### src/rtl/core/tcs_pkg.sv
// shared types, fixed-point constants and series divisors for the cosine / sine unit
// no dependencies; imported by every module of the block
`timescale 1ns / 1ps

package tcs_pkg;

  // internal fraction bits of the sign / magnitude datapath
  localparam int unsigned INT_FRAC = 28;

  localparam int unsigned DEF_ANGLE_FRAC_BITS = 16;
  localparam int unsigned DEF_OUT_FRAC_BITS   = 16;

  // datapath widths
  localparam int unsigned R_W   = 30;  // folded remainder, at most pi
  localparam int unsigned X2_W  = 32;  // x squared, below 10.0
  localparam int unsigned P_W   = 29;  // horner partial value inside the series, 0..1.0
  localparam int unsigned Q_W   = 32;  // quotient of one horner step
  localparam int unsigned OUT_W = 18;

  localparam logic [Q_W-1:0] OUT_MAX = 32'd131071;

  localparam int unsigned HORNER_STEPS = 6;

  // constants rounded to nearest in Q.28
  localparam logic [31:0] ONE_Q     = 32'd1 << INT_FRAC;
  localparam logic [31:0] PI_Q      =
    32'(((64'd31415 << INT_FRAC) + 64'd5000) / 64'd10000);
  localparam logic [31:0] TWO_PI_Q  =
    32'(((64'd6283 << INT_FRAC) + 64'd500) / 64'd1000);
  localparam logic [31:0] HALF_PI_Q =
    32'(((64'd31415 << (INT_FRAC - 1)) + 64'd5000) / 64'd10000);

  typedef enum logic {
    REQ_COS = 1'b0,
    REQ_SIN = 1'b1
  } tcs_req_e;

  // control that travels with every pipeline stage
  typedef struct packed {
    logic valid;
    logic flip;
  } tcs_ctrl_t;

  // divisor of each nested step, innermost first
  function automatic int unsigned horner_div(input int unsigned k);
    int unsigned d;
    case (k)
      0: d = 132;
      1: d = 90;
      2: d = 56;
      3: d = 30;
      4: d = 12;
      5: d = 2;
      default: d = 2;
    endcase
    return d;
  endfunction

endpackage

### src/rtl/core/tcs_horner_step.sv
// one nested series step: p = 1 - q_in, t = round(x2 * p), q_out = round(t / DIVISOR)
// depends on tcs_pkg; two register stages, divide by reciprocal multiply
`timescale 1ns / 1ps

module tcs_horner_step #(
  parameter int unsigned DIVISOR = 2
) (
  input  logic                      clk_i,
  input  logic                      rst_ni,
  input  logic                      en_i,
  input  logic [tcs_pkg::X2_W-1:0]  x2_i,
  input  logic [tcs_pkg::Q_W-1:0]   q_i,
  input  tcs_pkg::tcs_ctrl_t        ctrl_i,
  output logic [tcs_pkg::X2_W-1:0]  x2_o,
  output logic [tcs_pkg::Q_W-1:0]   q_o,
  output tcs_pkg::tcs_ctrl_t        ctrl_o
);
  import tcs_pkg::*;

  localparam int unsigned PROD_W = X2_W + P_W;
  localparam int unsigned SH     = X2_W + $clog2(DIVISOR);
  localparam int unsigned RCP_W  = 2 * X2_W + 1;
  // exact floor division for any 32-bit numerator
  localparam logic [X2_W:0] RECIP =
    (X2_W+1)'(((64'd1 << SH) + 64'(DIVISOR) - 64'd1) / 64'(DIVISOR));
  localparam logic [X2_W-1:0] HALF_D = X2_W'(DIVISOR / 2);

  // stage one: multiply
  logic [P_W-1:0]    p;
  logic [PROD_W-1:0] prod;
  logic [X2_W-1:0]   t_d, t_q, x2_s_q;
  tcs_ctrl_t         ctrl_s_q;

  always_comb begin
    p    = P_W'(ONE_Q) - q_i[P_W-1:0];
    prod = PROD_W'(x2_i) * PROD_W'(p);
    t_d  = X2_W'((prod + (PROD_W'(1) << (INT_FRAC - 1))) >> INT_FRAC);
  end

  // stage two: rounded divide
  logic [X2_W-1:0]  n;
  logic [RCP_W-1:0] qp;
  logic [Q_W-1:0]   q_d, q_q;
  logic [X2_W-1:0]  x2_q;
  tcs_ctrl_t        ctrl_q;

  always_comb begin
    n   = t_q + HALF_D;
    qp  = RCP_W'(n) * RCP_W'(RECIP);
    q_d = Q_W'(qp >> SH);
  end

  always_ff @(posedge clk_i or negedge rst_ni) begin
    if (!rst_ni) begin
      ctrl_s_q <= '0;
      ctrl_q   <= '0;
    end else if (en_i) begin
      ctrl_s_q <= ctrl_i;
      ctrl_q   <= ctrl_s_q;
    end
  end

  always_ff @(posedge clk_i) begin
    if (en_i) begin
      t_q    <= t_d;
      x2_s_q <= x2_i;
      q_q    <= q_d;
      x2_q   <= x2_s_q;
    end
  end

  assign x2_o   = x2_q;
  assign q_o    = q_q;
  assign ctrl_o = ctrl_q;

endmodule

### config.mk
export PLATFORM = sky130hd
export DESIGN_NAME = tcs_horner_step
export DESIGN_NICKNAME = d
export VERILOG_FILES = /design/src/rtl/core/tcs_pkg.sv /design/src/rtl/core/tcs_horner_step.sv
export SDC_FILE = /design/constraint.sdc
export NUM_CORES = 2
export LEC_CHECK = 0
export ABC_AREA = 1
export BUFFER_PORTS_ARGS = -buffer_cell sky130_fd_sc_hd__buf_2
export CAP_MARGIN = 10
export CORE_ASPECT_RATIO = 1.2
export CORE_MARGIN = 1.5
export CORE_UTILIZATION = 55
export CTS_CLUSTER_DIAMETER = 150
export DETAILED_ROUTE_END_ITERATION = 6
export PLACE_DENSITY = 0.72
export REMOVE_ABC_BUFFERS = 1
export SLEW_MARGIN = 15
export SYNTH_ARGS = -nofsm -noshare
export SYNTH_HDL_FRONTEND = slang
export SYNTH_SLANG_ARGS = --single-unit
### constraint.sdc
create_clock -name clk_i -period 2.1 [get_ports clk_i]
set_input_delay 0.21 -clock clk_i [delete_from_list [all_inputs] [get_ports clk_i]]
set_output_delay 0.21 -clock clk_i [all_outputs]
set_load 0.005 [all_outputs]
==> flow_summary.json <==
{
  "run_status": "complete, but fails checks",
  "violations": "setup timing",
  "critPathSlowestCell": "fa_1",
  "holdCritPathClass": "input port to asynchronous set/reset pin",
  "area.growth.synth_to_final_pct": 23.13,
  "ys.warnings.count": 0,
  "cts_tree": "built",
  "synthCells": 4484,
  "ys_types": 43,
  "post-route-worst-setup-slack_ns": -5.013,
  "grt_antenna_before_repair": 4,
  "r2r_start": "t_q[3]",
  "first_pass_iters": 7,
  "period_share": 3.387,
  "drt-initial-drc-count": 2649,
  "cts_buffer_depth": 2,
  "gp_congestion": 1.048,
  "hold_ws_ns": 0.07086,
  "core_area_um2": 65980,
  "grt_pass1_wl_mm": 193.9,
  "post-route-drc-count": 0,
  "reg2reg_to": "q_o[30]",
  "reg2reg_depth": 7,
  "grt.total_usage": 0.3891,
  "synthArstFlopShare": 0.03053,
  "crit_type": "input port to flip-flop",
  "synth_top_area_frac": 0.4389,
  "cp_max_fo": 11,
  "fmax_mhz": 140.6,
  "rsz0062_at_grt": "true",
  "yosys.area.top_type": "fa_1",
  "grt_pass1_vias": 33880,
  "core.rowCount": 103,
  "finalClockSkew_ns": 0.02008,
  "register_area_um2": 3914,
  "synth_area_leaders": "fa_1 44%, inv_1 12%, edfxtp_1 10%, ha_1 9.1%, nand2_1 9.0%",
  "vias": 32170,
  "cts_inserted_buffers": 17,
  "critPathRequiredTime_ns": 2.32,
  "io_pins": 135,
  "synth_seq_cells": 131,
  "maxSlewViolCount": 0,
  "layout-drive-gt1-share": 0.2234,
  "die-area_um2": 68330,
  "reg2reg_slack_ns": 0.09,
  "path_clk_slew_ns": 0.07,
  "yosysSeqAreaShare": 0.1066,
  "fillers": 5344,
  "hold_viol_final": 0,
  "crit_path_max_incr_delay_ns": 0.56,
  "hpwl_mm": 108.4,
  "multiInputGateArea_um2": 28990,
  "fin_nets": 6192,
  "avgRoutedWirePerCell_um": 21.81,
  "syn_area_um2": 36720,
  "cts_num_sinks": 131,
  "io_buffers": 130,
  "grt-ovfl-total": 0,
  "setup_viol": 32,
  "cap_violations": 0,
  "fin_crit_ns": 7.113,
  "ant_nets": 0,
  "initial_core_util": 0.5565,
  "via_per_inst": 5.401,
  "syn_area_per_cell_um2": 8.189,
  "grt_max_degree": 41,
  "fp.dieH_um": 286.1,
  "synth_edf_count": 127,
  "htreeDepth": 4,
  "ctsRootBufferMaster": "clkbuf_16",
  "worstSkewPairLatency_ns": 0.47,
  "wl_mm": 129.9,
  "die_x_um": 238.9,
  "cp-start-kind": "input port",
  "ys.flop_type": "edfxtp_1",
  "crit_arrival_ns": 7.33,
  "endpoint_kind": "flip-flop"
}
## kinds of logic after synthesis
family | after synthesis | synth area share
buffers and inverters | 1405 | 0.1463
other | 1 | 0.0001021
XOR/XNOR | 42 | 0.01022
flip-flops | 131 | 0.1066
AO/OA/AOI/OAI | 152 | 0.02245
adder cells (fa/ha/maj) | 1073 | 0.5302
AND/OR/NAND/NOR | 1680 | 0.1842
## per-layer routing
metal | vias up | GRT usage | wire length [um]
met5 | - | 0 | 47
met4 | 6 | 0.3168 | 13200
met3 | 657 | 0.09013 | 12220
met2 | 1727 | 0.6338 | 61130
met1 | 15730 | 0.4372 | 43330
li1 | 14050 | - | -
## what timing repair did
item	4_1_cts	5_1_grt
endpoints found under the hold margin	6	0
gates cloned	4	2
setup buffers	13	25
resized for setup	255	250
hold buffers	3	0
pin swaps	42	105
endpoints found under the setup margin	33	39
## synth_stat cells, types with 2 or more instances
library cell and n:
dfrtp_1 4, or2_2 7, edfxtp_1 127, ha_1 268, o21bai_1 10, nand4_4 2, xor2_1 32, o21ai_4 2
and2_1 3, clkinv_1 6, nand3_1 165, a21boi_0 2, xnor2_1 9, buf_6 4, and3_1 3, a21oi_1 79
nand3b_1 2, nand4_1 17, nand2_2 9, nor2_4 3, nand2_1 885, clkbuf_1 125, nor2_2 4, nand3_2 3
nor4_1 6, nor2_1 550, nor3_1 18, buf_4 6, inv_1 1222, a21o_1 3, inv_2 6, buf_2 35
o21ai_0 53, fa_1 805
## per-stage QoR
stage	instance area [um2]	std cells	utilization	setup WS (ns)	setup TNS, ns
after CTS	44200	5930	0.6698	-4.901	-154.30
after detailed placement	42440	5878	0.6433	-5.711	-179.64
final	45220	5957	0.6853	-5.013	-157.34
after global routing	45210	5955	0.6852	-5.288	-166.21
after floorplan	35980	4313	-	-5.336	-166.53
after global placement	42440	5878	0.6433	-5.678	-177.43
## area by class of cell
class | count | area share
Multi-Input combinational cell | 2948 | 0.6411
Timing Repair Buffer | 716 | 0.1312
Inverter | 1234 | 0.1032
Sequential cell | 131 | 0.08656
Tap cell | 892 | 0.02468
Clock buffer | 17 | 0.009408
Clock inverter | 15 | 0.003431
Timing Repair inverter | 2 | 0.0003597
Antenna cell | 2 | 0.0001107
## how the worst max path moves through the flow
stage	from	to	slack [ns]	cells past startpoint
after floorplan	q_i[0]	t_q[28]	-5.34	33
after global placement	q_i[0]	t_q[13]	-5.68	35
after detailed placement	q_i[0]	t_q[13]	-5.71	33
after CTS	q_i[2]	t_q[26]	-4.90	35
after global routing	q_i[11]	t_q[6]	-5.29	38
final	q_i[7]	t_q[8]	-5.01	38
## sequential cells by signal (all words and copies together), names as in the netlist
signal / count
x2_o: 32
q_o: 31
ctrl_s_q: 2
t_q: 32
ctrl_o: 2
x2_s_q: 32
## cells in the final DEF (no fill, tap or decap), types with 9 or more instances in the layout
cell and instances:
a21oi_2 27, nand2_1 827, o21ai_1 20, nor2_4 41, buf_4 497, clkbuf_16 18
o21ai_2 9, inv_1 1175, xor2_1 28, a21oi_1 45, fa_2 32, buf_6 32
ha_1 237, ha_4 30, edfxtp_1 127, nor3_1 13, nand2_2 49, buf_12 55
fa_1 773, xnor2_1 9, nand4_1 17, nand3_2 12, buf_2 125, nor2_1 446
nand3_1 154, nand2_4 18, o21ai_0 25, nor2_2 70, inv_2 45
## critical path, delay by kind of cell
family	cells	cell delay, ns
adder cells (fa/ha/maj)	9	4.12
buffers and inverters	14	1.29
AND/OR/NAND/NOR	12	1.16
AO/OA/AOI/OAI	2	0.46
XOR/XNOR	1	0.07
Power is not shown: default switching activity piles up to over one toggle a cycle in this logic, so the estimate is an artifact.
