### config.mk
export PLATFORM = sky130hd
export DESIGN_NAME = tcs_reduce
export DESIGN_NICKNAME = d
export VERILOG_FILES = /design/src/rtl/core/tcs_pkg.sv /design/src/rtl/core/tcs_reduce.sv
export SDC_FILE = /design/constraint.sdc
export NUM_CORES = 2
export LEC_CHECK = 0
export BUFFER_PORTS_ARGS = -buffer_cell sky130_fd_sc_hd__buf_4
export CAP_MARGIN = 15
export CORE_UTILIZATION = 45
export CTS_CLUSTER_SIZE = 40
export DETAILED_ROUTE_END_ITERATION = 12
export SYNTH_ARGS = -nofsm -noshare
export SYNTH_HDL_FRONTEND = slang
export SYNTH_SLANG_ARGS = --single-unit
### constraint.sdc
create_clock -name clk_i -period 9.4 [get_ports clk_i]
set_input_delay 0.47 -clock clk_i [delete_from_list [all_inputs] [get_ports clk_i]]
set_output_delay 0.47 -clock clk_i [all_outputs]
set_load 0.02 [all_outputs]
### src/rtl/core/tcs_pkg.sv
// shared types, fixed-point constants and series divisors for the cosine / sine unit
// no dependencies; imported by every module of the block
`timescale 1ns / 1ps

package tcs_pkg;

  // internal fraction bits of the sign / magnitude datapath
  localparam int unsigned INT_FRAC = 28;

  localparam int unsigned DEF_ANGLE_FRAC_BITS = 16;
  localparam int unsigned DEF_OUT_FRAC_BITS   = 16;

  // datapath widths
  localparam int unsigned R_W   = 30;  // folded remainder, at most pi
  localparam int unsigned X2_W  = 32;  // x squared, below 10.0
  localparam int unsigned P_W   = 29;  // horner partial value inside the series, 0..1.0
  localparam int unsigned Q_W   = 32;  // quotient of one horner step
  localparam int unsigned OUT_W = 18;

  localparam logic [Q_W-1:0] OUT_MAX = 32'd131071;

  localparam int unsigned HORNER_STEPS = 6;

  // constants rounded to nearest in Q.28
  localparam logic [31:0] ONE_Q     = 32'd1 << INT_FRAC;
  localparam logic [31:0] PI_Q      =
    32'(((64'd31415 << INT_FRAC) + 64'd5000) / 64'd10000);
  localparam logic [31:0] TWO_PI_Q  =
    32'(((64'd6283 << INT_FRAC) + 64'd500) / 64'd1000);
  localparam logic [31:0] HALF_PI_Q =
    32'(((64'd31415 << (INT_FRAC - 1)) + 64'd5000) / 64'd10000);

  typedef enum logic {
    REQ_COS = 1'b0,
    REQ_SIN = 1'b1
  } tcs_req_e;

  // control that travels with every pipeline stage
  typedef struct packed {
    logic valid;
    logic flip;
  } tcs_ctrl_t;

  // divisor of each nested step, innermost first
  function automatic int unsigned horner_div(input int unsigned k);
    int unsigned d;
    case (k)
      0: d = 132;
      1: d = 90;
      2: d = 56;
      3: d = 30;
      4: d = 12;
      5: d = 2;
      default: d = 2;
    endcase
    return d;
  endfunction

endpackage

### src/rtl/core/tcs_reduce.sv
// range reduction: angle to Q.28, sine offset, reciprocal remainder against 2*pi, fold, square
// depends on tcs_pkg
`timescale 1ns / 1ps

module tcs_reduce #(
  parameter int unsigned ANGLE_FRAC_BITS = tcs_pkg::DEF_ANGLE_FRAC_BITS
) (
  input  logic                      clk_i,
  input  logic                      rst_ni,
  input  logic                      en_i,
  input  logic                      valid_i,
  input  logic                      req_type_i,
  input  logic signed [31:0]        angle_i,
  output logic [tcs_pkg::X2_W-1:0]  x2_o,
  output tcs_pkg::tcs_ctrl_t        ctrl_o
);
  import tcs_pkg::*;

  localparam int unsigned SHIFT  = INT_FRAC - ANGLE_FRAC_BITS;
  localparam int unsigned MAG_W  = 32 + SHIFT;
  localparam int unsigned HI_W   = MAG_W - 30;  // magnitude bits at and above 2^30
  localparam int unsigned RCP_SH = 24;
  localparam int unsigned EST_W  = HI_W + RCP_SH;
  localparam int unsigned LO_W   = 33;          // partial remainder, below 3 * 2*pi
  // floor(2^54 / 2*pi), so the estimate never exceeds the true quotient
  localparam logic [RCP_SH-1:0] RCP_K =
    RCP_SH'((64'd1 << (30 + RCP_SH)) / 64'(TWO_PI_Q));
  localparam logic [LO_W-1:0] DIV_1 = LO_W'(TWO_PI_Q);
  localparam logic [LO_W-1:0] DIV_2 = LO_W'(TWO_PI_Q) << 1;

  logic signed [MAG_W:0] ang_ext;
  logic signed [MAG_W:0] x_sub;
  logic [MAG_W-1:0]      mag_d, mag_q;

  logic [HI_W-1:0]  mag_hi;
  logic [EST_W-1:0] est_prod;
  logic [HI_W-1:0]  est_d, est_q;
  logic [LO_W-1:0]  lo_q;
  logic [LO_W-1:0]  sub_d, sub_q;
  logic [30:0]      rem_d, rem_q;
  logic [3:0]       vld_q;

  // front: exact conversion, optional quarter-turn offset, absolute value
  always_comb begin
    ang_ext = (MAG_W+1)'(angle_i) <<< SHIFT;
    x_sub   = ang_ext - ((req_type_i == REQ_SIN) ? (MAG_W+1)'(HALF_PI_Q) : '0);
    mag_d   = x_sub[MAG_W] ? MAG_W'(-x_sub) : x_sub[MAG_W-1:0];
  end

  // quotient estimate from the upper bits, short of the true quotient by at most two
  always_comb begin
    mag_hi   = mag_q[MAG_W-1:30];
    est_prod = EST_W'(mag_hi) * EST_W'(RCP_K);
    est_d    = HI_W'(est_prod >> RCP_SH);
  end

  // back-multiply on the low bits only, the partial remainder is below 2^33
  always_comb begin
    sub_d = lo_q - LO_W'(est_q) * DIV_1;
  end

  // final correction by zero, one or two turns
  always_comb begin
    if (sub_q >= DIV_2) begin
      rem_d = 31'(sub_q - DIV_2);
    end else if (sub_q >= DIV_1) begin
      rem_d = 31'(sub_q - DIV_1);
    end else begin
      rem_d = sub_q[30:0];
    end
  end

  always_ff @(posedge clk_i or negedge rst_ni) begin
    if (!rst_ni) begin
      vld_q <= '0;
    end else if (en_i) begin
      vld_q <= {vld_q[2:0], valid_i};
    end
  end

  always_ff @(posedge clk_i) begin
    if (en_i) begin
      mag_q <= mag_d;
      est_q <= est_d;
      lo_q  <= mag_q[LO_W-1:0];
      sub_q <= sub_d;
      rem_q <= rem_d;
    end
  end

  // fold the upper half turn down and remember the sign flip
  logic [30:0]  r_full;
  logic         fold_gt;
  logic [R_W-1:0] r_d, r_q;
  tcs_ctrl_t    fold_ctrl_d, fold_ctrl_q;

  always_comb begin
    r_full            = rem_q;
    fold_gt           = r_full > 31'(PI_Q);
    r_d               = fold_gt ? R_W'(r_full - 31'(PI_Q)) : r_full[R_W-1:0];
    fold_ctrl_d.valid = vld_q[3];
    fold_ctrl_d.flip  = fold_gt;
  end

  always_ff @(posedge clk_i or negedge rst_ni) begin
    if (!rst_ni) begin
      fold_ctrl_q <= '0;
    end else if (en_i) begin
      fold_ctrl_q <= fold_ctrl_d;
    end
  end

  always_ff @(posedge clk_i) begin
    if (en_i) begin
      r_q <= r_d;
    end
  end

  // square with round to nearest
  logic [2*R_W-1:0] sq;
  logic [X2_W-1:0]  x2_d, x2_q;
  tcs_ctrl_t        sq_ctrl_q;

  always_comb begin
    sq   = (2*R_W)'(r_q) * (2*R_W)'(r_q);
    x2_d = X2_W'((sq + ((2*R_W)'(1) << (INT_FRAC - 1))) >> INT_FRAC);
  end

  always_ff @(posedge clk_i or negedge rst_ni) begin
    if (!rst_ni) begin
      sq_ctrl_q <= '0;
    end else if (en_i) begin
      sq_ctrl_q <= fold_ctrl_q;
    end
  end

  always_ff @(posedge clk_i) begin
    if (en_i) begin
      x2_q <= x2_d;
    end
  end

  assign x2_o   = x2_q;
  assign ctrl_o = sq_ctrl_q;

endmodule

==> results_tabular.tex <==
\begin{tabular}{lr}
\hline
Metric & Value \\
\hline
\multicolumn{2}{l}{\textbf{Run status}} \\
\quad Status & finished, final reports clean \\
\multicolumn{2}{l}{\textbf{Routing}} \\
\quad Detailed-route via count & 30400 \\
\quad Routed length per instance & 18.1 um \\
\quad Top routing layer in use & met4 \\
\quad Length of routed wiring on met1 & 45000 um \\
\quad Met2 wire length & 55900 um \\
\quad First DRT Iteration DRCs & 1528 \\
\quad Via-per-instance ratio & 5.03 \\
\quad Remaining design rule violation count & 0 \\
\quad Number of iterations in the first detailed-routing pass & 5 \\
\quad Final wirelength & 109000 um \\
\quad Post-route ant nets & 0 \\
\quad Routed wire length on met3 & 4550 um \\
\multicolumn{2}{l}{\textbf{Critical path}} \\
\quad Type of the setup path with the least slack & reg -> reg \\
\quad Largest fanout on the critical path & 13 \\
\quad CP Capture Type & register \\
\quad Req. time, crit path & 9720 ps \\
\quad Crit path capture & x2\_o[14] \\
\quad Arrival @ worst endpoint & 9170 ps \\
\quad Reg-to-reg slack, setup & 540 ps \\
\quad Nature of the critical path startpoint & register \\
\quad Worst reg2reg startpoint & r\_q[8] \\
\quad Reg2reg path depth & 23 \\
\quad Critical path startpoint & r\_q[8] \\
\quad Endpoint of the lowest-slack register-to-register path & x2\_o[14] \\
\multicolumn{2}{l}{\textbf{Logic synthesis}} \\
\quad Synthesized flop and latch total & 207 \\
\quad Number of synthesis warnings & 0 \\
\quad Syn Std Cell Area & 46000 um2 \\
\quad Part of the Yosys area used for sequential elements & 0.134 \\
\quad Mean area per synthesized cell & 9.92 um2 \\
\quad Post-Syn Instances & 4632 \\
\quad Post-synth EDFFs & 199 \\
\quad Unique cell type count in the Yosys netlist & 81 \\
\quad Async set-or-reset flop fraction in the synthesized netlist & 0.0386 \\
\quad Top FF cell, synth & edfxtp\_1 \\
\quad Total nets after synthesis & 6131 \\
\multicolumn{2}{l}{\textbf{Global routing}} \\
\quad Antenna violations before repair & 0 \\
\quad Global-route wire length before repair & 179000 um \\
\quad GRT overflow & 0 \\
\quad GRT Resource Usage Total & 0.223 \\
\quad Maximum number of pins on one net before global-route repair & 78 \\
\quad Number of global-route vias before repair & 33300 \\
\multicolumn{2}{l}{\textbf{STA}} \\
\quad Clock Skews & 32.3 ps \\
\quad Normalized max-slew margin & 0.340 \\
\quad Slew Viols, Final & 0 \\
\quad Final hold violation count & 0 \\
\quad Worst Max-Slew Pin Slew & 990 ps \\
\quad Max Clock Freq & 0.113 GHz \\
\quad Part of the cycle the worst path needs & 0.942 \\
\quad Period minus WS final & 8860 ps \\
\quad Setup tns final & 0 ps \\
\quad Unrepaired setup endpoints after global routing & no \\
\quad Setup-violating endpoint count in the final report & 0 \\
\multicolumn{2}{l}{\textbf{Placement}} \\
\quad Count of port buffers added during placement & 70 \\
\quad Half-perimeter wire length after placement & 94000 um \\
\quad Post-placement cell count & 5999 \\
\quad Global placement routability congestion & 0.894 \\
\multicolumn{2}{l}{\textbf{Clock tree}} \\
\quad Buffer depth of the longest clock path & 3 \\
\quad Clock transition at the registers of the reported paths & 70 ps \\
\quad CTS resizes & 0 \\
\quad Number of H-tree levels & 1 \\
\quad Root Buffer & clkbuf\_16 \\
\quad Cts bufs inserted & 26 \\
\quad Worst skew pair latency & 600 ps \\
\quad Sinks on Clock Net & 207 \\
\quad CTS tree & yes \\
\multicolumn{2}{l}{\textbf{Floorplanning}} \\
\quad Vertical extent of the die & 322 um \\
\quad Initial Util & 0.457 \\
\quad Die Wd & 322 um \\
\quad Area inside the core boundary & 101000 um2 \\
\quad Placement Rows & 116 \\
\quad Ports & 71 \\
\quad Die area & 103000 um2 \\
\multicolumn{2}{l}{\textbf{Final layout}} \\
\quad Most common library cell in the layout ignoring fill and taps & inv\_1 \\
\quad Number of nets in the finished design & 6170 \\
\quad Layout cell share with drive strength beyond 1 & 0.0443 \\
\quad Post-route insts no fill & 6048 \\
\quad Area Overhead vs Synth & 6.85\% \\
\quad Fillers & 9470 \\
\quad Leading cell types in the layout, fill and taps excluded & 1234 x inv\_1, 889 x fa\_1, 573 x ha\_1 \\
\quad Number of diodes added for antenna fixing & 0 \\
\multicolumn{2}{l}{\textbf{Min path}} \\
\quad Hold WC Path Type & in -> reg \\
\quad Startpoint of the worst hold path & req\_type\_i \\
\quad Cells on Worst Hold Path & 1 \\
\multicolumn{2}{l}{\textbf{Flow run}} \\
\quad Max capacitance violation total & 0 \\
\hline
\end{tabular}
-- Yosys cell counts (19+ instances only) --
library cell / instances / area (um2)
ha_1: 573 / 7170
o21ai_0: 61 / 305
nand2_1: 318 / 1190
fa_1: 889 / 17800
nor3_1: 38 / 190
a21o_1: 63 / 473
or3_1: 19 / 119
nand4_1: 24 / 150
and2_1: 223 / 1400
clkbuf_1: 111 / 417
nand3_1: 40 / 200
edfxtp_1: 199 / 5980
nor2_1: 137 / 514
a31oi_1: 30 / 188
xnor2_1: 142 / 1240
a211oi_1: 21 / 158
a21oi_1: 127 / 636
inv_1: 1234 / 4630
o21a_1: 23 / 173
xor2_1: 90 / 788
-- layer usage --
| layer | up-vias | global-route usage |
|---|---|---|
| met3 | 158 | 0.0230 |
| met4 | 0 | 0.0710 |
| li1 | 14400 | - |
| met2 | 654 | 0.401 |
| met5 | - | 0 |
| met1 | 15200 | 0.280 |
-- metrics by stage --
stage	instance area [um2]	utilization	hold WS (ps)	setup WS [ps]
after floorplan	46000	-	174	1680
after global placement	48200	0.479	293	676
after detailed placement	48200	0.479	292	551
after CTS	49100	0.488	93.1	542
after global routing	49100	0.488	112	222
final	49100	0.488	132	545
-- state kept, by name (all words and copies together) (netlist names) --
register,flops
x2_o,32
mag_q,35
r_q,30
r_full,31
lo_q,24
fold_ctrl_q,2
vld_q,4
sub_q,33
est_q,14
ctrl_o,2
-- critical path: stages, from the launching register on --
cell and delay [ps]:
edfxtp_1 860, buf_4 350, and2_1 230, fa_1 480, fa_1 560, inv_1 60, fa_1 530, inv_1 50
fa_1 510, fa_1 570, fa_1 430, fa_1 510, fa_1 420, ha_1 340, a21oi_1 200, o21ai_0 180
nor4_1 340, nand3b_1 180, a41oi_1 660, o21ai_0 350, a31o_2 330, a21o_1 180, a21oi_1 170, xnor2_1 80
-- how the worst min path moves through the flow --
stage           endpoint  slack (ps)
3_5_place_dp    vld_q[1]         290
5_1_grt         vld_q[0]         110
4_1_cts         vld_q[0]          90
2_1_floorplan  ctrl_o[0]         170
3_3_place_gp    vld_q[0]         290
6_report        mag_q[0]         130
-- final cells by class --
cell class                      instances  area, um2  area share
Multi-Input combinational cell       3077      34700       0.707
Sequential cell                       207       6180       0.126
Inverter                             1234       4630      0.0943
Tap cell                             1357       1700      0.0346
Timing Repair Buffer                  125        948      0.0193
Clock buffer                           28        658      0.0134
Clock inverter                         20        280     0.00571
-- kinds of logic after synthesis --
family	Yosys count	share of synthesized area
muxes	11	0.00261
xor gates and xnor gates	232	0.0442
and+or+nand+nor	923	0.101
DFF	207	0.134
adders and majority gates	1462	0.543
buffers and inverters	1348	0.110
AOI/OAI and AO/OA	449	0.0646
-- timing repair --
| action | 4_1_cts | 5_1_grt |
|---|---|---|
| hold buffers | 1 | 0 |
| hold endpoints to repair | 8 | 0 |
| buffers inserted | 0 | 0 |
Power is left out: the tool's default activity adds up to more than one toggle a clock period on the data nets, which glitch-free logic cannot reach.
