$ cat config.mk
export PLATFORM = sky130hd
export DESIGN_NAME = tcs_output
export DESIGN_NICKNAME = d
export VERILOG_FILES = /design/src/rtl/core/tcs_pkg.sv /design/src/rtl/core/tcs_output.sv
export SDC_FILE = /design/constraint.sdc
export NUM_CORES = 1
export LEC_CHECK = 0
export BUFFER_PORTS_ARGS = -buffer_cell sky130_fd_sc_hd__buf_2
export CAP_MARGIN = 15
export CORE_AREA = 3 3 90 92
export CTS_BUF_LIST = sky130_fd_sc_hd__clkbuf_4
export DETAILED_ROUTE_END_ITERATION = 6
export DIE_AREA = 0 0 93 95
export MAX_ROUTING_LAYER = met4
export PLACE_DENSITY = 0.73
export SYNTH_ARGS = -nofsm -noshare
export SYNTH_HDL_FRONTEND = slang
export SYNTH_SLANG_ARGS = --single-unit
$ cat constraint.sdc
create_clock -name clk_i -period 3.5 [get_ports clk_i]
set_input_delay 1.05 -clock clk_i [delete_from_list [all_inputs] [get_ports clk_i]]
set_output_delay 1.05 -clock clk_i [all_outputs]
set_load 0.01 [all_outputs]
$ cat src/rtl/core/tcs_pkg.sv
// shared types, fixed-point constants and series divisors for the cosine / sine unit
// no dependencies; imported by every module of the block
`timescale 1ns / 1ps

package tcs_pkg;

  // internal fraction bits of the sign / magnitude datapath
  localparam int unsigned INT_FRAC = 28;

  localparam int unsigned DEF_ANGLE_FRAC_BITS = 16;
  localparam int unsigned DEF_OUT_FRAC_BITS   = 16;

  // datapath widths
  localparam int unsigned R_W   = 30;  // folded remainder, at most pi
  localparam int unsigned X2_W  = 32;  // x squared, below 10.0
  localparam int unsigned P_W   = 29;  // horner partial value inside the series, 0..1.0
  localparam int unsigned Q_W   = 32;  // quotient of one horner step
  localparam int unsigned OUT_W = 18;

  localparam logic [Q_W-1:0] OUT_MAX = 32'd131071;

  localparam int unsigned HORNER_STEPS = 6;

  // constants rounded to nearest in Q.28
  localparam logic [31:0] ONE_Q     = 32'd1 << INT_FRAC;
  localparam logic [31:0] PI_Q      =
    32'(((64'd31415 << INT_FRAC) + 64'd5000) / 64'd10000);
  localparam logic [31:0] TWO_PI_Q  =
    32'(((64'd6283 << INT_FRAC) + 64'd500) / 64'd1000);
  localparam logic [31:0] HALF_PI_Q =
    32'(((64'd31415 << (INT_FRAC - 1)) + 64'd5000) / 64'd10000);

  typedef enum logic {
    REQ_COS = 1'b0,
    REQ_SIN = 1'b1
  } tcs_req_e;

  // control that travels with every pipeline stage
  typedef struct packed {
    logic valid;
    logic flip;
  } tcs_ctrl_t;

  // divisor of each nested step, innermost first
  function automatic int unsigned horner_div(input int unsigned k);
    int unsigned d;
    case (k)
      0: d = 132;
      1: d = 90;
      2: d = 56;
      3: d = 30;
      4: d = 12;
      5: d = 2;
      default: d = 2;
    endcase
    return d;
  endfunction

endpackage

$ cat src/rtl/core/tcs_output.sv
// final subtract, sign, rounding to the output format, clamp and output skid register
// depends on tcs_pkg; drives the pipeline enable
`timescale 1ns / 1ps

module tcs_output #(
  parameter int unsigned OUT_FRAC_BITS = tcs_pkg::DEF_OUT_FRAC_BITS
) (
  input  logic                             clk_i,
  input  logic                             rst_ni,
  input  logic [tcs_pkg::Q_W-1:0]          q_i,
  input  tcs_pkg::tcs_ctrl_t               ctrl_i,
  output logic                             en_o,
  output logic                             out_valid_o,
  input  logic                             out_stall_i,
  output logic signed [tcs_pkg::OUT_W-1:0] value_o
);
  import tcs_pkg::*;

  localparam int unsigned RS = INT_FRAC - OUT_FRAC_BITS;
  localparam logic [Q_W-1:0] LIMIT =
    ((64'd1 << OUT_FRAC_BITS) > 64'(OUT_MAX)) ? OUT_MAX : Q_W'(64'd1 << OUT_FRAC_BITS);

  logic en;

  // stage one: p = 1 - q as sign and magnitude, then apply the fold flip
  logic [Q_W-1:0] pmag_d, pmag_q;
  logic           neg_d, neg_q;
  logic           vld_q;

  always_comb begin
    if (q_i > ONE_Q) begin
      pmag_d = q_i - ONE_Q;
      neg_d  = ~ctrl_i.flip;
    end else begin
      pmag_d = ONE_Q - q_i;
      neg_d  = ctrl_i.flip;
    end
  end

  always_ff @(posedge clk_i or negedge rst_ni) begin
    if (!rst_ni) begin
      vld_q <= 1'b0;
    end else if (en) begin
      vld_q <= ctrl_i.valid;
    end
  end

  always_ff @(posedge clk_i) begin
    if (en) begin
      pmag_q <= pmag_d;
      neg_q  <= neg_d;
    end
  end

  // stage two: round, clamp, sign
  logic [Q_W:0]     rsum;
  logic [Q_W-1:0]   mag, clamped, signed_val;
  logic [OUT_W-1:0] y_d;

  always_comb begin
    rsum       = {1'b0, pmag_q} + ((Q_W+1)'(1) << (RS - 1));
    mag        = Q_W'(rsum >> RS);
    clamped    = (mag > LIMIT) ? LIMIT : mag;
    signed_val = neg_q ? (Q_W'(0) - clamped) : clamped;
    y_d        = signed_val[OUT_W-1:0];
  end

  // output register plus skid entry
  logic             out_valid_d, out_valid_q;
  logic             skid_valid_d, skid_valid_q;
  logic [OUT_W-1:0] out_data_q, skid_data_q;
  logic             emit, out_open;

  assign en       = !skid_valid_q;
  assign emit     = vld_q && en;
  assign out_open = !out_valid_q || !out_stall_i;

  always_comb begin
    out_valid_d  = out_valid_q;
    skid_valid_d = skid_valid_q;
    if (out_open) begin
      out_valid_d  = skid_valid_q || emit;
      skid_valid_d = 1'b0;
    end else if (emit) begin
      skid_valid_d = 1'b1;
    end
  end

  always_ff @(posedge clk_i or negedge rst_ni) begin
    if (!rst_ni) begin
      out_valid_q  <= 1'b0;
      skid_valid_q <= 1'b0;
    end else begin
      out_valid_q  <= out_valid_d;
      skid_valid_q <= skid_valid_d;
    end
  end

  always_ff @(posedge clk_i) begin
    if (out_open) begin
      out_data_q <= skid_valid_q ? skid_data_q : y_d;
    end
    if (emit) begin
      skid_data_q <= y_d;
    end
  end

  assign en_o        = en;
  assign out_valid_o = out_valid_q;
  assign value_o     = out_data_q;

endmodule

==> results of run 1 <==
==> cell usage after synthesis, types with 10 or more instances <==
cell type / count / area share
nor2_1: 30 / 0.029
nand2_1: 42 / 0.040
o21ai_0: 20 / 0.026
o31ai_1: 14 / 0.027
xor2_1: 13 / 0.029
edfxtp_1: 58 / 0.45
xnor2_1: 31 / 0.069
a21oi_1: 12 / 0.015
mux2_2: 12 / 0.035
nand4_1: 10 / 0.016
nand3_1: 11 / 0.014
==> cell type report <==
cell class | count | area (um2)
clock buffer | 11 | 82.6
timing repair buffer | 113 | 724
fill | 601 | 2360
tap | 99 | 124
sequential | 61 | 1820
multi-input combinational | 293 | 2090
clock inverter | 5 | 52.6
inverter | 9 | 33.8
==> state kept, by name, indices dropped and copies added (netlist names) <==
name / count
pmag_q: 21
vld_q: 1
skid_data_q: 18
neg_q: 1
value_o: 18
out_valid_o: 1
skid_valid_q: 1
==> power groups by stage <==
stage	clock network (mW)	registers, mW	logic, mW
floorplan	0	1.02	0.325
global placement	0	1.02	0.506
detailed placement	0	1.02	0.517
CTS	0.498	1.01	0.524
global route	0.527	1.02	0.601
finish	0.493	1.01	0.545
==> metrics by stage <==
stage / std cells / hold WS [ns] / utilization / instance area, um2
3_5_place_dp: 567 / 0.506 / 0.640 / 4670
2_1_floorplan: 382 / 0.458 / - / 3990
5_1_grt: 591 / 0.400 / 0.676 / 4930
4_1_cts: 585 / 0.402 / 0.661 / 4820
6_report: 591 / 0.410 / 0.676 / 4930
3_3_place_gp: 567 / 0.488 / 0.640 / 4670
==> final timing paths <==
check | start | endpoint | slack (ns) | depth (start not counted)
worst min register to register | vld_q | out_valid_o | 0.52 | 2
worst max register to register | pmag_q[11] | value_o[12] | 0.11 | 15
worst max-delay path | pmag_q[11] | value_o[12] | 0.11 | 15
max in group asynchronous | rst_ni | vld_q | 2.97 | 1
min in group clk_i | vld_q | out_valid_o | 0.52 | 2
worst min-delay path | rst_ni | skid_valid_q | 0.41 | 1
==> cells by family (layout without fill, tap and decap cells) <==
group | after synthesis | after routing | share of synthesized area
compound gates | 74 | 74 | 0.135
xor+xnor | 44 | 44 | 0.0985
fa+ha+maj | 5 | 5 | 0.0160
buf+inv | 28 | 138 | 0.0307
flops | 61 | 61 | 0.464
mux | 16 | 16 | 0.0448
simple gates | 154 | 154 | 0.211
==> critical path: cells and delay by family (launching register included) <==
kind                       cells  cell delay [ns]
muxes                          1             0.27
buffers and inverters          1             0.13
AOI/OAI and AO/OA              5             1.35
adders and majority gates      2             0.41
and+or+nand+nor                6             0.60
DFF                            1             0.41
==> timing repair <==
item	in CTS	in global routing
gates resized for setup	2	14
setup buffers	2	6
pin swaps	1	18
gates cloned	0	0
endpoints found under the setup margin	10	10
==> routing by layer <==
layer | global-route usage | part of all wire | vias to the layer above
met5 | - | 0 | -
met4 | 0.105 | 0.031 | 0
met3 | 0.0279 | 0.048 | 16
met2 | 0.347 | 0.49 | 103
met1 | 0.231 | 0.43 | 1486
li1 | - | - | 1646
==> results.cfg, run 1 <==
[critical_path]
cp_slowest_cell = edfxtp_1
critPathCaptureType = flip-flop
required_ns = 3.70
critical_path.max_stage_delay_ns = 0.41
crit_arrival_ns = 3.58
cp_max_fo = 6
critPathLaunchType = flip-flop
crit_chain = ha_2 -> buf_6 -> nand3_4 -> nand2b_4 -> a2111oi_4 -> o211a_1 -> nand4_1 -> a31o_1 -> nor2_4 -> nand2_2 -> ha_4 -> a21oi_2 -> nor4_1 -> a221o_1 -> mux2_2
critPathKind = reg -> reg

[pwr]
p_leak_nw = 1.89
total_power_mw = 2.04
p_int_mw = 1.41
power.share.clock = 0.241
ir_worst_vdd_v = 0.000149
pwr-share-comb = 0.267
swShare = 0.311
powerDensity_nw_per_um2 = 415
seqPwrFrac = 0.492
p_sw_mw = 0.635

[detailed_routing]
vias = 3251
ant_nets = 0
via_per_inst = 5.50
drtIter0Drc = 123
drc = 0
routed_wl_um = 8390
wl_per_cell_um = 14.2
dr.pass1.iters = 4

[run]
drv_cap = 0

[global_routing]
grt_max_degree = 32
antenna_found_initial = 0
grt_use_total = 0.202
grt_pass1_vias = 3004
grt_pass1_wl_um = 13600
grt-ovfl-total = 0

[finish]
antennaDiodeCount = 0
final_common_cell = edfxtp_1
layout-drive-gt1-share = 0.356
nets = 529
mostFrequentLayoutCells = edfxtp_1, buf_2, buf_4
area_growth_pct = 25.9

[logic_synthesis]
ys_seq_elements = 61
synth.net_count = 424
syn-instance-count = 382
synth_cell_types = 56
synth_edf_count = 58
yosys_warnings = 0
yosysSeqAreaShare = 0.464
synthFlopType = edfxtp_1
avgSynthCellArea_um2 = 10.2
synthesis.area_um2 = 3910
async_flop_share = 0.0492

[timing]
rsz0062_at_grt = yes
drv_slew = 0
relSlewSlack = 0.486
setup_violations = 0
fin_crit_ns = 3.39
max_freq_ghz = 0.295
tns_ns = 0
finalWorstSetupSlack_ns = 0.112
worst_pin_slew_ns = 0.769
finalHoldViolCount = 0
fin_skew_ns = 0.0304
finalCritPeriodShare = 0.968

[cts]
cts_tree = yes
htree_levels = 3
cts.hold.buffers_added = 0
cts_root_buffer = clkbuf_4
cts_max_path_buffers = 2
clk_pin_slew_ns = 0.12
clock-sinks = 61
cts_made_buffers = 9
insertion_delay_ns = 0.42

[floorplanning]
core_region_area_um2 = 7290
die-area_um2 = 8840
io_pins = 57
fp.dieH_um = 95
initial_core_util = 0.537
die_w_um = 93
fp-row-count = 31

[placement]
hpwl_um = 6340
place_ws_ns = -0.207
gp_congestion = 0.908
io_buffers = 56

[worst_hold_path]
hp-class = in -> async

[outcome]
status = finished, final reports clean
(Power assumes the default switching activity.)
==> inputs of run 2 (changes only) <==
CORE_AREA = 3 3 101 103   (was 3 3 90 92)
DIE_AREA = 0 0 104 106   (was 0 0 93 95)
PLACE_DENSITY = 0.59   (was 0.73)
==> results.cfg, run 2 (synthesis gave the netlist of run 1 again) <==
[outcome]
status = finished, final reports clean

[floorplanning]
fp.dieH_um = 106
die_w_um = 104
io_pins = 57
fp-row-count = 35
die-area_um2 = 11000
initial_core_util = 0.422
core_region_area_um2 = 9280

[finish]
layout-drive-gt1-share = 0.350
fillCellCount = 885
instances_no_fill = 621
nets = 529
top_register = pmag_q
largest_reg_flops = 21
final_common_cell = edfxtp_1
design_area_um2 = 4960
mostFrequentLayoutCells = edfxtp_1, buf_2, buf_4
area_growth_pct = 26.6
antennaDiodeCount = 0

[critical_path]
critPathLaunchType = flip-flop
critical_path.max_stage_delay_ns = 0.42
critPathCaptureType = flip-flop
crit_arrival_ns = 3.58
cp_slowest_cell = edfxtp_1
cp_max_fo = 6
crit_chain = ha_2 -> and3_4 -> buf_12 -> nand3_4 -> mux2_4 -> o21ai_4 -> nand4_1 -> a31o_1 -> nor2_4 -> nand2_2 -> ha_4 -> a21oi_2 -> nor4_1 -> a221o_1 -> mux2_4
critPathKind = reg -> reg
critical_path.most_common_cell = mux2_4
required_ns = 3.66
ff2ff_path_depth = 15

[pwr]
seqPwrFrac = 0.497
ir_worst_vdd_v = 0.000169
total_power_mw = 2.02
powerDensity_nw_per_um2 = 408
p_leak_nw = 1.88
p_int_mw = 1.40
swShare = 0.306
power.share.clock = 0.232
pwr-share-comb = 0.271
p_sw_mw = 0.619

[timing]
finalWorstSetupSlack_ns = 0.0786
worst_pin_slew_ns = 0.782
max_freq_ghz = 0.292
fin_crit_ns = 3.42
finalHoldViolCount = 0
rsz0062_at_grt = yes
fin_skew_ns = 0.0243
setup_violations = 0
drv_slew = 0
finalCritPeriodShare = 0.978
tns_ns = 0
relSlewSlack = 0.477

[detailed_routing]
drtIter0Drc = 103
via_per_inst = 5.07
wl_per_cell_um = 13.3
ant_nets = 0
dr.pass1.iters = 4
drc = 0
vias = 3146
routed_wl_um = 8270

[global_routing]
grt_use_total = 0.154
grt_pass1_wl_um = 13500
grt_max_degree = 32
antenna_found_initial = 0
grt-ovfl-total = 0
grt_pass1_vias = 2897

[placement]
place_ws_ns = -0.183
place_area_um2 = 4700
gp_congestion = 0.871
io_buffers = 56
dp.cells = 597
hpwl_um = 6280

[cts]
cts_made_buffers = 9
cts_max_path_buffers = 2
htree_levels = 3
cts_tree = yes
insertion_delay_ns = 0.40
cts_root_buffer = clkbuf_4
clock-sinks = 61
cts.hold.buffers_added = 0
clk_pin_slew_ns = 0.12

[worst_hold_path]
hp-class = in -> async

[run]
drv_cap = 0
-- run 2: final timing paths --
path,endpoint,start,slack [ns]
worst max-delay path,value_o[12],pmag_q[11],0.08
min in group clk_i,value_o[16],skid_data_q[16],0.52
worst min register to register,value_o[16],skid_data_q[16],0.52
worst min-delay path,vld_q,rst_ni,0.43
max in group asynchronous,skid_valid_q,rst_ni,2.97
worst max register to register,value_o[12],pmag_q[11],0.08
-- run 2: power by group through the flow --
stage / clock [mW] / combinational (mW) / sequential, mW
4_1_cts: 0.489 / 0.529 / 1.00
6_report: 0.469 / 0.548 / 1.00
3_3_place_gp: 0 / 0.519 / 1.02
5_1_grt: 0.513 / 0.601 / 1.02
2_1_floorplan: 0 / 0.325 / 1.02
3_5_place_dp: 0 / 0.524 / 1.02
-- run 2: critical path: cells and delay by family (launching register included) --
| kind | cells | cell delay (ns) |
|---|---|---|
| multiplexers | 2 | 0.58 |
| AO/OA/AOI/OAI | 4 | 0.88 |
| buffers and inverters | 1 | 0.13 |
| flip-flops | 1 | 0.42 |
| adder cells (fa/ha/maj) | 2 | 0.42 |
| AND/OR/NAND/NOR | 6 | 0.74 |
-- run 2: routing by layer --
| metal | share of wire | vias up | GRT usage |
|---|---|---|---|
| met3 | 0.038 | 4 | 0.0231 |
| met5 | 0 | - | - |
| met2 | 0.49 | 73 | 0.261 |
| li1 | - | 1636 | - |
| met1 | 0.47 | 1433 | 0.184 |
| met4 | 0.0035 | 0 | 0.0636 |
-- run 2: cell type report --
cell class | instances | area (um2) | area share
multi-input combinational | 293 | 2090 | 0.422
sequential | 61 | 1820 | 0.367
timing repair buffer | 113 | 724 | 0.146
tap | 129 | 161 | 0.0326
clock buffer | 10 | 75.1 | 0.0151
clock inverter | 6 | 55.1 | 0.0111
inverter | 9 | 33.8 | 0.00682
-- run 2: per-stage QoR --
step / hold slack, ns / utilization
2_1_floorplan: 0.458 / -
3_3_place_gp: 0.490 / 0.507
3_5_place_dp: 0.503 / 0.507
4_1_cts: 0.400 / 0.522
5_1_grt: 0.407 / 0.534
6_report: 0.430 / 0.534
-- run 2: repair_timing --
action                                  in CTS  in global routing
resized for setup                            3                 13
buffers inserted                             0                  8
endpoints found under the hold margin        0                  0
pin swaps                                    1                 15
endpoints found under the setup margin       9                  7
